**config.mk**
```make
export PLATFORM = sky130hd
export DESIGN_NAME = three_phase_sine_commutator
export DESIGN_NICKNAME = d
export VERILOG_FILES = /design/src/hdl/tsc_pkg.sv /design/src/hdl/tsc_mul.sv /design/src/hdl/tsc_sine_rom.sv /design/src/hdl/three_phase_sine_commutator.sv
export SDC_FILE = /design/constraint.sdc
export NUM_CORES = 2
export LEC_CHECK = 0
export ABC_AREA = 1
export BUFFER_PORTS_ARGS = -buffer_cell sky130_fd_sc_hd__buf_2
export CAP_MARGIN = 5
export CORE_MARGIN = 1.5
export CORE_UTILIZATION = 25
export DETAILED_ROUTE_END_ITERATION = 7
export GPL_TIMING_DRIVEN = 0
export PLACE_DENSITY = 0.5
export SYNTH_ARGS = -nofsm -noshare
export SYNTH_HDL_FRONTEND = slang
export SYNTH_HIERARCHICAL = 1
export SYNTH_SLANG_ARGS = --single-unit
```
**constraint.sdc**
```tcl
create_clock -name clk -period 7.55 [get_ports clk]
set_input_delay 1.51 -clock clk [delete_from_list [all_inputs] [get_ports clk]]
set_output_delay 1.51 -clock clk [all_outputs]
set_load 0.01 [all_outputs]
```
**src/hdl/tsc_pkg.sv**
```systemverilog
// Shared types, constants and the quarter-wave sine generator of the
// three-phase sine commutator. No dependencies.
package tsc_pkg;

  localparam int SINE_BITS    = 10;
  localparam int QUARTER_BITS = SINE_BITS - 2;
  localparam int QUARTER      = 1 << QUARTER_BITS;
  localparam int SENSOR_BITS  = 12;

  localparam int ANGLE_W = 16;
  localparam int MUL_A_W = 33;
  localparam int MUL_B_W = 18;
  localparam int PROD_W  = MUL_A_W + MUL_B_W;
  localparam int AMP_W   = 32;
  localparam int DUTY_W  = 47;
  localparam int CNT_W   = 17;
  localparam int HALF_W  = 24;
  localparam int SUM_W   = 64;

  localparam logic [SENSOR_BITS-1:0] RAW_MIN = SENSOR_BITS'(20);
  localparam logic [SENSOR_BITS-1:0] RAW_MAX = SENSOR_BITS'((1 << SENSOR_BITS) - 1 - 20);

  localparam logic [ANGLE_W-1:0] QUARTER_TURN   = 16'd16384;
  localparam logic [ANGLE_W-1:0] THIRD_TURN     = 16'd21845;
  localparam logic [ANGLE_W-1:0] TWO_THIRD_TURN = 16'd43691;
  localparam logic signed [15:0] DEAD_BAND      = 16'sd32;

  localparam logic signed [PROD_W-1:0] AMP_POS   = 51'sd1073741824;
  localparam logic signed [PROD_W-1:0] AMP_NEG   = -51'sd1073741824;
  localparam logic signed [PROD_W-1:0] DUTY_HALF = 51'sd35184372088832;
  localparam logic signed [PROD_W-1:0] DUTY_FULL = 51'sd70368744177664;

  localparam logic [63:0] HALF_PI_Q30 = 64'd1686629713;

  typedef enum logic [2:0] {
    CFG_ENABLED     = 3'd0,
    CFG_MODE        = 3'd1,
    CFG_POLE_PAIRS  = 3'd2,
    CFG_ELEC_OFFSET = 3'd3,
    CFG_ANGLE_STEP  = 3'd4,
    CFG_AMP_CAP     = 3'd5,
    CFG_PWM_TOP     = 3'd6
  } cfg_idx_t;

  typedef enum logic [9:0] {
    S_IDLE = 10'b0000000001,
    S_ANG  = 10'b0000000010,
    S_AMP  = 10'b0000000100,
    S_SAT  = 10'b0000001000,
    S_MSIN = 10'b0000010000,
    S_DUTY = 10'b0000100000,
    S_MLO  = 10'b0001000000,
    S_MHI  = 10'b0010000000,
    S_SUM  = 10'b0100000000,
    S_DONE = 10'b1000000000
  } state_t;

  // Sine of j/(4*QUARTER) turn by a Q30 Taylor series, rounded to Q15.
  function automatic logic [14:0] quarter_sine(input int unsigned j);
    logic [63:0] r;
    logic [63:0] x;
    logic [63:0] x2;
    logic [63:0] term;
    longint sum;
    longint q15;
    r    = 64'(j) << (30 - QUARTER_BITS);
    x    = (r * HALF_PI_Q30) >> 30;
    x2   = (x * x) >> 30;
    term = x;
    sum  = longint'(x);
    term = ((term * x2) >> 30) / 64'd6;
    sum  = sum - longint'(term);
    term = ((term * x2) >> 30) / 64'd20;
    sum  = sum + longint'(term);
    term = ((term * x2) >> 30) / 64'd42;
    sum  = sum - longint'(term);
    term = ((term * x2) >> 30) / 64'd72;
    sum  = sum + longint'(term);
    term = ((term * x2) >> 30) / 64'd110;
    sum  = sum - longint'(term);
    term = ((term * x2) >> 30) / 64'd156;
    sum  = sum + longint'(term);
    if (sum < 0) begin
      sum = 0;
    end
    q15 = (sum + 16384) >>> 15;
    if (q15 > 32767) begin
      q15 = 32767;
    end
    return q15[14:0];
  endfunction

  function automatic logic [ANGLE_W-1:0] phase_offset(input logic [1:0] p);
    logic [ANGLE_W-1:0] off;
    unique case (p)
      2'd1:    off = THIRD_TURN;
      2'd2:    off = TWO_THIRD_TURN;
      default: off = '0;
    endcase
    return off;
  endfunction

endpackage

```
**src/hdl/tsc_mul.sv**
```systemverilog
// Shared signed multiplier of the commutator with a registered product.
// Depends on tsc_pkg.
module tsc_mul
  import tsc_pkg::*;
(
  input  logic                     clk,
  input  logic signed [MUL_A_W-1:0] a,
  input  logic signed [MUL_B_W-1:0] b,
  output logic signed [PROD_W-1:0]  prod_r
);

  logic signed [PROD_W-1:0] prod_nxt;

  assign prod_nxt = PROD_W'(a) * PROD_W'(b);

  always_ff @(posedge clk) begin
    prod_r <= prod_nxt;
  end

endmodule

```
**src/hdl/tsc_sine_rom.sv**
```systemverilog
// Full-wave sine lookup built from a quarter-wave constant table.
// Depends on tsc_pkg.
module tsc_sine_rom
  import tsc_pkg::*;
(
  input  logic [SINE_BITS-1:0] idx,
  output logic signed [15:0]   sine
);

  localparam logic [14:0] Q_TOP = quarter_sine(QUARTER);

  logic [14:0]             qtab [QUARTER];
  logic [1:0]              quad;
  logic [QUARTER_BITS-1:0] low;
  logic [QUARTER_BITS-1:0] mirror;
  logic [14:0]             mag;

  for (genvar g = 0; g < QUARTER; g++) begin : g_qtab
    localparam logic [14:0] VAL = quarter_sine(g);
    assign qtab[g] = VAL;
  end

  assign quad   = idx[SINE_BITS-1:SINE_BITS-2];
  assign low    = idx[QUARTER_BITS-1:0];
  assign mirror = QUARTER_BITS'(~low + 1'b1);

  always_comb begin
    if (!quad[0]) begin
      mag = qtab[low];
    end else if (low == '0) begin
      mag = Q_TOP;
    end else begin
      mag = qtab[mirror];
    end
  end

  assign sine = quad[1] ? -$signed({1'b0, mag}) : $signed({1'b0, mag});

endmodule

```
**src/hdl/three_phase_sine_commutator.sv**
```systemverilog
// Top level of the three-phase sine commutator: sequencer, registers, outputs.
// Depends on tsc_pkg, tsc_mul and tsc_sine_rom.
//
//   channel | direction | handshake         | payload
//   cfg     | in        | cfg_valid/ready   | cfg_index, cfg_data
//   in      | in        | in_valid/in_stall | effort, mech_angle, sensor_ready/raw
//   out     | out       | out_valid/stall   | duty_u, duty_v, duty_w, stage_on
//
// A normal transaction runs S_ANG, S_AMP and S_SAT, then five steps per phase
// for three phases (S_MSIN, S_DUTY, S_MLO, S_MHI, S_SUM) and then S_DONE.
// A sensor fault one goes straight to S_DONE; a disabled one stays in S_IDLE.
// Reset is synchronous and loads the state and configuration defaults.
// A stalled result holds the sequencer in its final step, so no input is taken.
module three_phase_sine_commutator
  import tsc_pkg::*;
(
  input  logic               clk,
  input  logic               rst_n,
  input  logic               cfg_valid,
  output logic               cfg_ready,
  input  logic [2:0]         cfg_index,
  input  logic [15:0]        cfg_data,
  input  logic               in_valid,
  output logic               in_stall,
  input  logic signed [15:0] in_effort,
  input  logic [15:0]        in_mech_angle,
  input  logic               in_sensor_ready,
  input  logic [11:0]        in_sensor_raw,
  output logic               out_valid,
  input  logic               out_stall,
  output logic [16:0]        out_duty_u,
  output logic [16:0]        out_duty_v,
  output logic [16:0]        out_duty_w,
  output logic               out_stage_on
);

  state_t state_r, state_nxt;

  logic              enabled_r;
  logic              mode_r;
  logic [6:0]        pole_pairs_r;
  logic [15:0]       elec_offset_r;
  logic [15:0]       angle_step_r;
  logic [15:0]       amp_cap_r;
  logic [15:0]       pwm_top_r;

  logic [ANGLE_W-1:0]       angle_r;
  logic signed [15:0]       effort_r;
  logic [15:0]              mech_r;
  logic signed [AMP_W-1:0]  amp_r;
  logic signed [15:0]       sine_r;
  logic [DUTY_W-1:0]        duty_r;
  logic [40:0]              acc_r;
  logic [1:0]               phase_r;
  logic [CNT_W-1:0]         cnt_r [3];
  logic                     stage_r;
  logic                     out_valid_r;
  logic [CNT_W-1:0]         out_u_r, out_v_r, out_w_r;
  logic                     out_stage_r;

  logic                      in_fire;
  logic                      sensor_bad;
  logic                      out_load;
  logic [CNT_W-1:0]          scale;
  logic signed [MUL_A_W-1:0] mul_a;
  logic signed [MUL_B_W-1:0] mul_b;
  logic signed [PROD_W-1:0]  prod_r;
  logic [1:0]                look_phase;
  logic [ANGLE_W-1:0]        look_angle;
  logic signed [15:0]        rom_sine;
  logic signed [PROD_W-1:0]  duty_sum;
  logic [SUM_W-1:0]          cnt_sum;

  assign cfg_ready = 1'b1;
  assign in_stall  = (state_r != S_IDLE);
  assign in_fire   = in_valid && !in_stall;
  assign out_load  = (state_r == S_DONE) && (!out_valid_r || !out_stall);
  assign scale     = {1'b0, pwm_top_r} + CNT_W'(1);
  assign sensor_bad = !in_sensor_ready || (in_sensor_raw < RAW_MIN) ||
                      (in_sensor_raw > RAW_MAX);

  assign look_phase = (state_r == S_SUM) ? 2'(phase_r + 2'd1) : 2'd0;
  assign look_angle = angle_r + phase_offset(look_phase);
  assign duty_sum   = prod_r + DUTY_HALF;
  assign cnt_sum    = (SUM_W'(prod_r[39:0]) << HALF_W) + SUM_W'(acc_r);

  tsc_sine_rom u_rom (
    .idx  (look_angle[ANGLE_W-1:ANGLE_W-SINE_BITS]),
    .sine (rom_sine)
  );

  tsc_mul u_mul (
    .clk    (clk),
    .a      (mul_a),
    .b      (mul_b),
    .prod_r (prod_r)
  );

  always_comb begin
    mul_a = '0;
    mul_b = '0;
    unique case (state_r)
      S_ANG: begin
        mul_a = $signed({17'b0, mech_r});
        mul_b = $signed({11'b0, pole_pairs_r});
      end
      S_AMP: begin
        mul_a = MUL_A_W'(effort_r);
        mul_b = $signed({2'b0, amp_cap_r});
      end
      S_MSIN: begin
        mul_a = MUL_A_W'(amp_r);
        mul_b = MUL_B_W'(sine_r);
      end
      S_MLO: begin
        mul_a = $signed({9'b0, duty_r[HALF_W-1:0]});
        mul_b = $signed({1'b0, scale});
      end
      S_MHI: begin
        mul_a = $signed({10'b0, duty_r[DUTY_W-1:HALF_W]});
        mul_b = $signed({1'b0, scale});
      end
      default: begin
        mul_a = '0;
        mul_b = '0;
      end
    endcase
  end

  always_comb begin
    state_nxt = state_r;
    unique case (state_r)
      S_IDLE: begin
        if (in_fire && enabled_r) begin
          state_nxt = (mode_r && sensor_bad) ? S_DONE : S_ANG;
        end
      end
      S_ANG:  state_nxt = S_AMP;
      S_AMP:  state_nxt = S_SAT;
      S_SAT:  state_nxt = S_MSIN;
      S_MSIN: state_nxt = S_DUTY;
      S_DUTY: state_nxt = S_MLO;
      S_MLO:  state_nxt = S_MHI;
      S_MHI:  state_nxt = S_SUM;
      S_SUM:  state_nxt = (phase_r == 2'd2) ? S_DONE : S_MSIN;
      S_DONE: begin
        if (out_load) begin
          state_nxt = S_IDLE;
        end
      end
      default: state_nxt = S_IDLE;
    endcase
  end

  always_ff @(posedge clk) begin
    if (!rst_n) begin
      state_r       <= S_IDLE;
      enabled_r     <= 1'b0;
      mode_r        <= 1'b1;
      pole_pairs_r  <= 7'd7;
      elec_offset_r <= 16'd0;
      angle_step_r  <= 16'd52;
      amp_cap_r     <= 16'd9830;
      pwm_top_r     <= 16'd4095;
      angle_r       <= '0;
      out_valid_r   <= 1'b0;
    end else begin
      state_r     <= state_nxt;
      out_valid_r <= out_load || (out_valid_r && out_stall);
      if (cfg_valid && cfg_ready) begin
        unique case (cfg_index)
          CFG_ENABLED:     enabled_r     <= cfg_data[0];
          CFG_MODE:        mode_r        <= cfg_data[0];
          CFG_POLE_PAIRS:  pole_pairs_r  <= cfg_data[6:0];
          CFG_ELEC_OFFSET: elec_offset_r <= cfg_data;
          CFG_ANGLE_STEP:  angle_step_r  <= cfg_data;
          CFG_AMP_CAP:     amp_cap_r     <= cfg_data;
          CFG_PWM_TOP:     pwm_top_r     <= cfg_data;
          default: ;
        endcase
      end
      if (in_fire && enabled_r && !mode_r) begin
        if (in_effort > DEAD_BAND) begin
          angle_r <= angle_r + angle_step_r;
        end else if (in_effort < -DEAD_BAND) begin
          angle_r <= angle_r - angle_step_r;
        end
      end
      if ((state_r == S_AMP) && mode_r) begin
        angle_r <= prod_r[ANGLE_W-1:0] + elec_offset_r + QUARTER_TURN;
      end
    end
  end

  always_ff @(posedge clk) begin
    if (in_fire) begin
      effort_r <= in_effort;
      mech_r   <= in_mech_angle;
      stage_r  <= !(mode_r && sensor_bad);
      if (mode_r && sensor_bad) begin
        cnt_r[0] <= '0;
        cnt_r[1] <= '0;
        cnt_r[2] <= '0;
      end
    end
    if (state_r == S_SAT) begin
      priority if (prod_r > AMP_POS) begin
        amp_r <= AMP_POS[AMP_W-1:0];
      end else if (prod_r < AMP_NEG) begin
        amp_r <= AMP_NEG[AMP_W-1:0];
      end else begin
        amp_r <= prod_r[AMP_W-1:0];
      end
      sine_r  <= rom_sine;
      phase_r <= 2'd0;
    end
    if (state_r == S_DUTY) begin
      priority if (duty_sum < 0) begin
        duty_r <= '0;
      end else if (duty_sum > DUTY_FULL) begin
        duty_r <= DUTY_FULL[DUTY_W-1:0];
      end else begin
        duty_r <= duty_sum[DUTY_W-1:0];
      end
    end
    if (state_r == S_MHI) begin
      acc_r <= prod_r[40:0];
    end
    if (state_r == S_SUM) begin
      cnt_r[phase_r] <= cnt_sum[62:46];
      phase_r        <= 2'(phase_r + 2'd1);
      sine_r         <= rom_sine;
    end
    if (out_load) begin
      out_u_r     <= cnt_r[0];
      out_v_r     <= cnt_r[1];
      out_w_r     <= cnt_r[2];
      out_stage_r <= stage_r;
    end
  end

  assign out_valid    = out_valid_r;
  assign out_duty_u   = out_u_r;
  assign out_duty_v   = out_v_r;
  assign out_duty_w   = out_w_r;
  assign out_stage_on = out_stage_r;

endmodule

```
# == Yosys cells after proc, flatten, opt, wreduce, memory -nomap -nowiden ==
# Memories as Yosys holds them, arrays and structs flattened. A register that Yosys moved wholly into a read port is not among the register bits.
# Cells that the tools add are included.
# word_totals
ff_bits,323
memories,3
ramBits,51
elab_cells,141
input_bits,69
rom_bits,7680
# op_classes
n_addsub,11
eq_ne,22
multipliers,1
n_mux,34
n_bitwise,3
magnitude_cmp,10
n_reduce_logical,35
# memory_table
memory,words,word_bits,rd,rd_ports_with_merged_regs,wr,line,text
(no name shown),256,15,1,0,0,tsc_sine_rom.sv:29,mag = qtab[low];
(no name shown),256,15,1,0,0,tsc_sine_rom.sv:33,mag = qtab[mirror];
cnt_r,3,17,3,3,3,three_phase_sine_commutator.sv:55,logic [CNT_W-1:0] cnt_r [3];
# ops
op,n
case mux 33 bit (5 select lines),1
2-to-1 mux 16 bit,7
case mux 10 bit (10 select lines),1
2-to-1 mux 15 bit,6
case mux 18 bit (4 select lines),1
adder 63 x 41 -> 63 bit,1
"adder 51 x 47 -> 51 bit, second input constant",1
"> comparator 51 x 32 -> 1 bit, second input constant",1
"> comparator 51 x 48 -> 1 bit, second input constant",1
"< comparator 51 x 1 -> 1 bit, second input constant",1
"< comparator 51 x 31 -> 1 bit, second input constant",1
multiplier 33 x 18 -> 51 bit,1
adder 16 bit,3
2-to-1 mux 47 bit,1
2-to-1 mux 10 bit,4
2-to-1 mux 32 bit,1
case mux 16 bit (2 select lines),1
"greater-or-equal comparator 9 bit, second input constant",2
NOT 8 -> 9 bit,2
AND reduction 2 bit,9
"adder 16 x 1 -> 17 bit, second input constant",1
2-to-1 mux 17 bit,1
OR reduction 17 bit,1
"adder 16 x 15 -> 16 bit, second input constant",1
36 further kinds,66

# == Depth between registers and ports, before layout ==
# logic_depth
ltp_word,17
depth_mapped,47
depth_no_buf,44

# == Hierarchy ==
# Netlist, hierarchy kept.
# by_module_without_submodules
module,area_per_inst_um2,n_inst,cells_per_inst,seq_area_each_um2
tsc_mul,23575.1,1,3159,1021.0
three_phase_sine_commutator,17946.0,1,2006,9509.1
tsc_sine_rom,8231.6,1,1764,0.0

# == Worst setup path after synthesis ==
# Ideal clock, no wire load.
# synth_timing
path_type,register to register
startpoint,reg state_r[0]
endpoint,reg u_mul.prod_r[25]
t_required_ns,7.429
slack_ns,0.602
period_less_slack_ns,6.948
arrival_time_ns,6.827
path_stages_with_launch,33
n_path_buf,3
setup_time_ns,0.121
path_cell_list,dfxtp_1 > nor2_2 > nand2_1 > inv_1 > nand4_1 > inv_2 > clkbuf_1 > nand2_1 > nand3_1 > clkbuf_1 > clkbuf_1 > nand2_1 > fa_1 > fa_1 > inv_1 > fa_1 > fa_1 > fa_1 > inv_1 > fa_1 > inv_1 > ha_1 > nand2_2 > inv_2 > nand2_2 > inv_2 > nand2_1 > clkinv_1 > nand2_1 > nand2_2 > nand2_1 > nand2_1 > xor2_1
# synth_between
elab_cells_between_ends,9
classes_between,mul (1); eq/ne (5); mux (2); reduce/logical (1)
# synth_lines
element,line,text
from (decl),three_phase_sine_commutator.sv:37,"state_t state_r, state_nxt;"
from (signal assigned),three_phase_sine_commutator.sv:168,state_r <= state_nxt;
"equality test 10 x 8 -> 1 bit, or another cell as far along",three_phase_sine_commutator.sv:102,unique case (state_r)
case mux 33 bit (5 select lines) (*),three_phase_sine_commutator.sv:102,
via mul_a[2],three_phase_sine_commutator.sv:65,logic signed [MUL_A_W-1:0] mul_a;
multiplier 33 x 18 -> 51 bit (*),tsc_mul.sv:14,assign prod_nxt = PROD_W'(a) * PROD_W'(b);
via u_mul.prod_nxt[25],tsc_mul.sv:12,logic signed [PROD_W-1:0] prod_nxt;
to (signal assigned),tsc_mul.sv:17,prod_r <= prod_nxt;
to (decl),tsc_mul.sv:9,output logic signed [PROD_W-1:0] prod_r
# The timed path passes the listed nets; every way through them passes the cells marked *.
# A chain may end at the register's enable or synchronous reset.

# == Final worst setup path ==
# Same ends and word-level chain as after synthesis.

==> results.md <==
* Sw Pwr at 1.22 mW
* Worst skew pair latency at 0.59 ns
* Synth area leaders: fa_1, nand2_1, edfxtp_1
* Final Setup Violations at 0
* Unrepaired setup endpoints after global routing: true
* DR vias at 48.0k
* Crit path DAT at 7.82 ns
* Max-cap violations at 0
* Peak VDD IR at ~0.00015 V
* Footprint of the multi-input gates at 33800 um^2
* Vias per inst at 4.89
* Internal at 3.69 mW
* Top cell type's share of synthesized area at 23.0%
* Bufs and invs on worst path at 11
* Final worst slack at 0.198 ns
* Largest net degree at the start of global routing at 37
* Setup tns final at 0 ns
* Pleak at between 20 and 30 nW
* Place WS at -2.16 ns
* Hold Path Depth at 0
* CP peak stage delay at ~0.55 ns
* CORE AREA at between 150000 and 200000 um^2
* Clk root buf: clkbuf_16
* DIE AREA at 202000 um^2
* Worst-Margin Slew at 1.06 ns
* Final max-slew violation count at 0
* Post-synth top flop: edfxtp_1
* Startpoint types: flip-flop
* Final wirelength at 227000 um
* Initial Utilization at 25.2%
* Cell Rows at 163
* Sequential cell area fraction in the yosys report at roughly a fifth
* Antenna diode count at 0
* Synthesized area at 49800 um^2
* Post-synth top cells: nand2_1, inv_1, fa_1
* Die Wd at between 400 and 500 um
* WL per Instance at ~23 um
* DRC viols at 0
* Area leader, netlist: fa_1
* Synthesized Nets at between 7k and 8k
* WS Path Type: reg2reg
* Worst-path fanout max at 10
* Buffers added on ports at between 100 and 150
* CP Data Required Time at 8.01 ns
* First-pass GRT wire length at 331000 um
* GR Overflow Total at 0
* Clock share of power at 41.9%
* Worst R2R Start: state_r[0]$_SDFFE_PN1P_
* CP max stage cell: fa_1
* Clk slew on worst S/H paths at 0.06 ns
* Synth Warn # at 6
* Net count reported at finish at 8036
* Crit. End Element: flip-flop
* Mean Syn Cell Area at 7.18 um^2
* Post-synth EDFFs at 250
* Antenna-violating nets left at 0
* HP Class: reg2reg
* Sequential power share at 49.8%
* Htree depth at 2
* Vias in the first global route at 48.1k
* Post-Synthesis Cells at 6929
* Comb pwr share at 8.2%
* Initial DRC Count at 4892
* Share of layout cells above drive strength 1 at 10.9%
* First-pass DRT Iterations at 6
* Max-slew headroom at roughly 29%
* Power per Cell Area at 85.6 nW/um^2
* Gp weighted congestion at 0.970
* # fillers at between 20k and 25k
* Synth Register Bits at approximately 400
* HPWL after DPL at 185000 um
* Hold buffer count at CTS at 0
* CTS tree: yes
* Final hold viol count at 0
* Depth of the worst register-to-register path at 32
* Cell variety after synth at 67
* Min Tclk post-route at 7.35 ns
* F_max at ~140 MHz
* Total GRT Usage at 22.1%
* Final Cycle Share at 97.4%
* Final Skew at 0.0289 ns
* Register Area at ~11000 um^2
* Layout area overhead at 15.4%
* Outcome: finished, final reports clean
* Die Ht at 449 um
* Final total power at 4.91 mW
* Initial antenna violation count at 4
* Async SR Flop Fraction at 0%
* # IOs at 124
* CP Depth at 32
* Hold path startpoint: cnt_r[1][16]$_SDFFCE_PN0P_
* Top-count cell post-synth: nand2_1
* Top delay family on crit path: adder cells
* Max clock buf depth at 3
* Critical path startpoint: state_r[0]$_SDFFE_PN1P_
* Total CTS buffers at 43
* Clock sink total at 401
* Switching Fraction at between 20% and 30%
-- final timing paths --
| kind | end | slack (ns) |
|---|---|---|
| hold reg to reg | out_duty_v[16]$_DFFE_PP_ | 0.42 |
| setup reg to reg | u_mul/prod_r[25]$_DFF_P_ | 0.20 |
| setup / recovery | u_mul/prod_r[25]$_DFF_P_ | 0.20 |
| hold / removal | out_duty_v[16]$_DFFE_PP_ | 0.42 |
-- what timing repair did --
item	4_1_cts	5_1_grt
pin swaps	17	26
gates resized for setup	342	227
endpoints found under the setup margin	60	51
cloned	0	0
setup buffers	32	40
-- sequential cells by signal, indices dropped and copies added, names as in the netlist, 7 cells and up --
name           cells
pwm_top_r         16
elec_offset_r     16
out_duty_v        17
effort_r          16
acc_r             17
angle_step_r      16
amp_cap_r         16
cnt_r             51
out_duty_w        17
u_mul/prod_r      51
mech_r            16
state_r           10
duty_r            47
pole_pairs_r       7
sine_r            16
angle_r           16
out_duty_u        17
amp_r             32
-- area by class of cell --
cell class | count | area share (%)
Inverter | 1381 | 9.12
Clock inverter | 24 | 0.320
Sequential cell | 401 | 18.4
Buffer | 261 | 3.13
Clock buffer | 56 | 2.04
Timing Repair Buffer | 205 | 2.44
Tap cell | 2640 | 5.75
Multi-Input combinational cell | 4848 | 58.8
-- cell families (layout without fill, tap and decap cells) --
group | Yosys count | after routing | synth area share (%)
and+or+nand+nor | 3290 | 3290 | 27.7
buffers and inverters | 1680 | 1927 | 13.0
adders and majority gates | 826 | 826 | 29.4
AOI/OAI and AO/OA | 655 | 655 | 7.40
DFF | 401 | 401 | 21.2
xor gates and xnor gates | 75 | 75 | 1.32
other | 1 | 1 | 0.00754
muxes | 1 | 1 | 0.0201
-- stage by stage --
step | cell area, um^2 | hold WS [ns] | util (%) | std cells
2_1_floorplan | 49800 | 0.400 | - | 6929
3_3_place_gp | 53700 | 0.404 | 27.2 | 9689
3_5_place_dp | 53900 | 0.405 | 27.3 | 9702
4_1_cts | 56500 | 0.417 | 28.6 | 9777
5_1_grt | 57400 | 0.418 | 29.1 | 9816
6_report | 57400 | 0.416 | 29.1 | 9816
-- power by group through the flow --
stage | Sequential [mW] | Combinational [mW] | Clock (mW)
after floorplan | 2.48 | 0.223 | 0
after global placement | 2.49 | 0.373 | 0
after detailed placement | 2.50 | 0.374 | 0
after CTS | 2.45 | 0.387 | 2.10
after global routing | 2.46 | 0.440 | 2.19
final | 2.45 | 0.403 | 2.06
-- cells in the final DEF (no fill, tap or decap), types with 45 or more instances in the layout --
cell / n
dfxtp_1: 143
xor2_1: 45
buf_2: 178
edfxtp_1: 250
buf_4: 102
fa_1: 558
a21oi_1: 254
nand2_1: 2049
nor3_1: 50
clkbuf_1: 64
nand3_1: 421
o21ai_0: 229
nand2_2: 48
nand4_1: 96
nor2_1: 453
ha_1: 225
inv_1: 1332
-- metal layers --
metal  global-route usage, %  part of all wire [%]  vias to the layer above
met2                    36.0                    46                     2168
met4                    10.8                   5.7                        2
met1                    28.7                    42                    23500
met3                    2.88                   6.8                      554
met5                       0                0.0057                        -
li1                        -                     -                    21800
No activity file was read; power rests on OpenSTA's default activity.
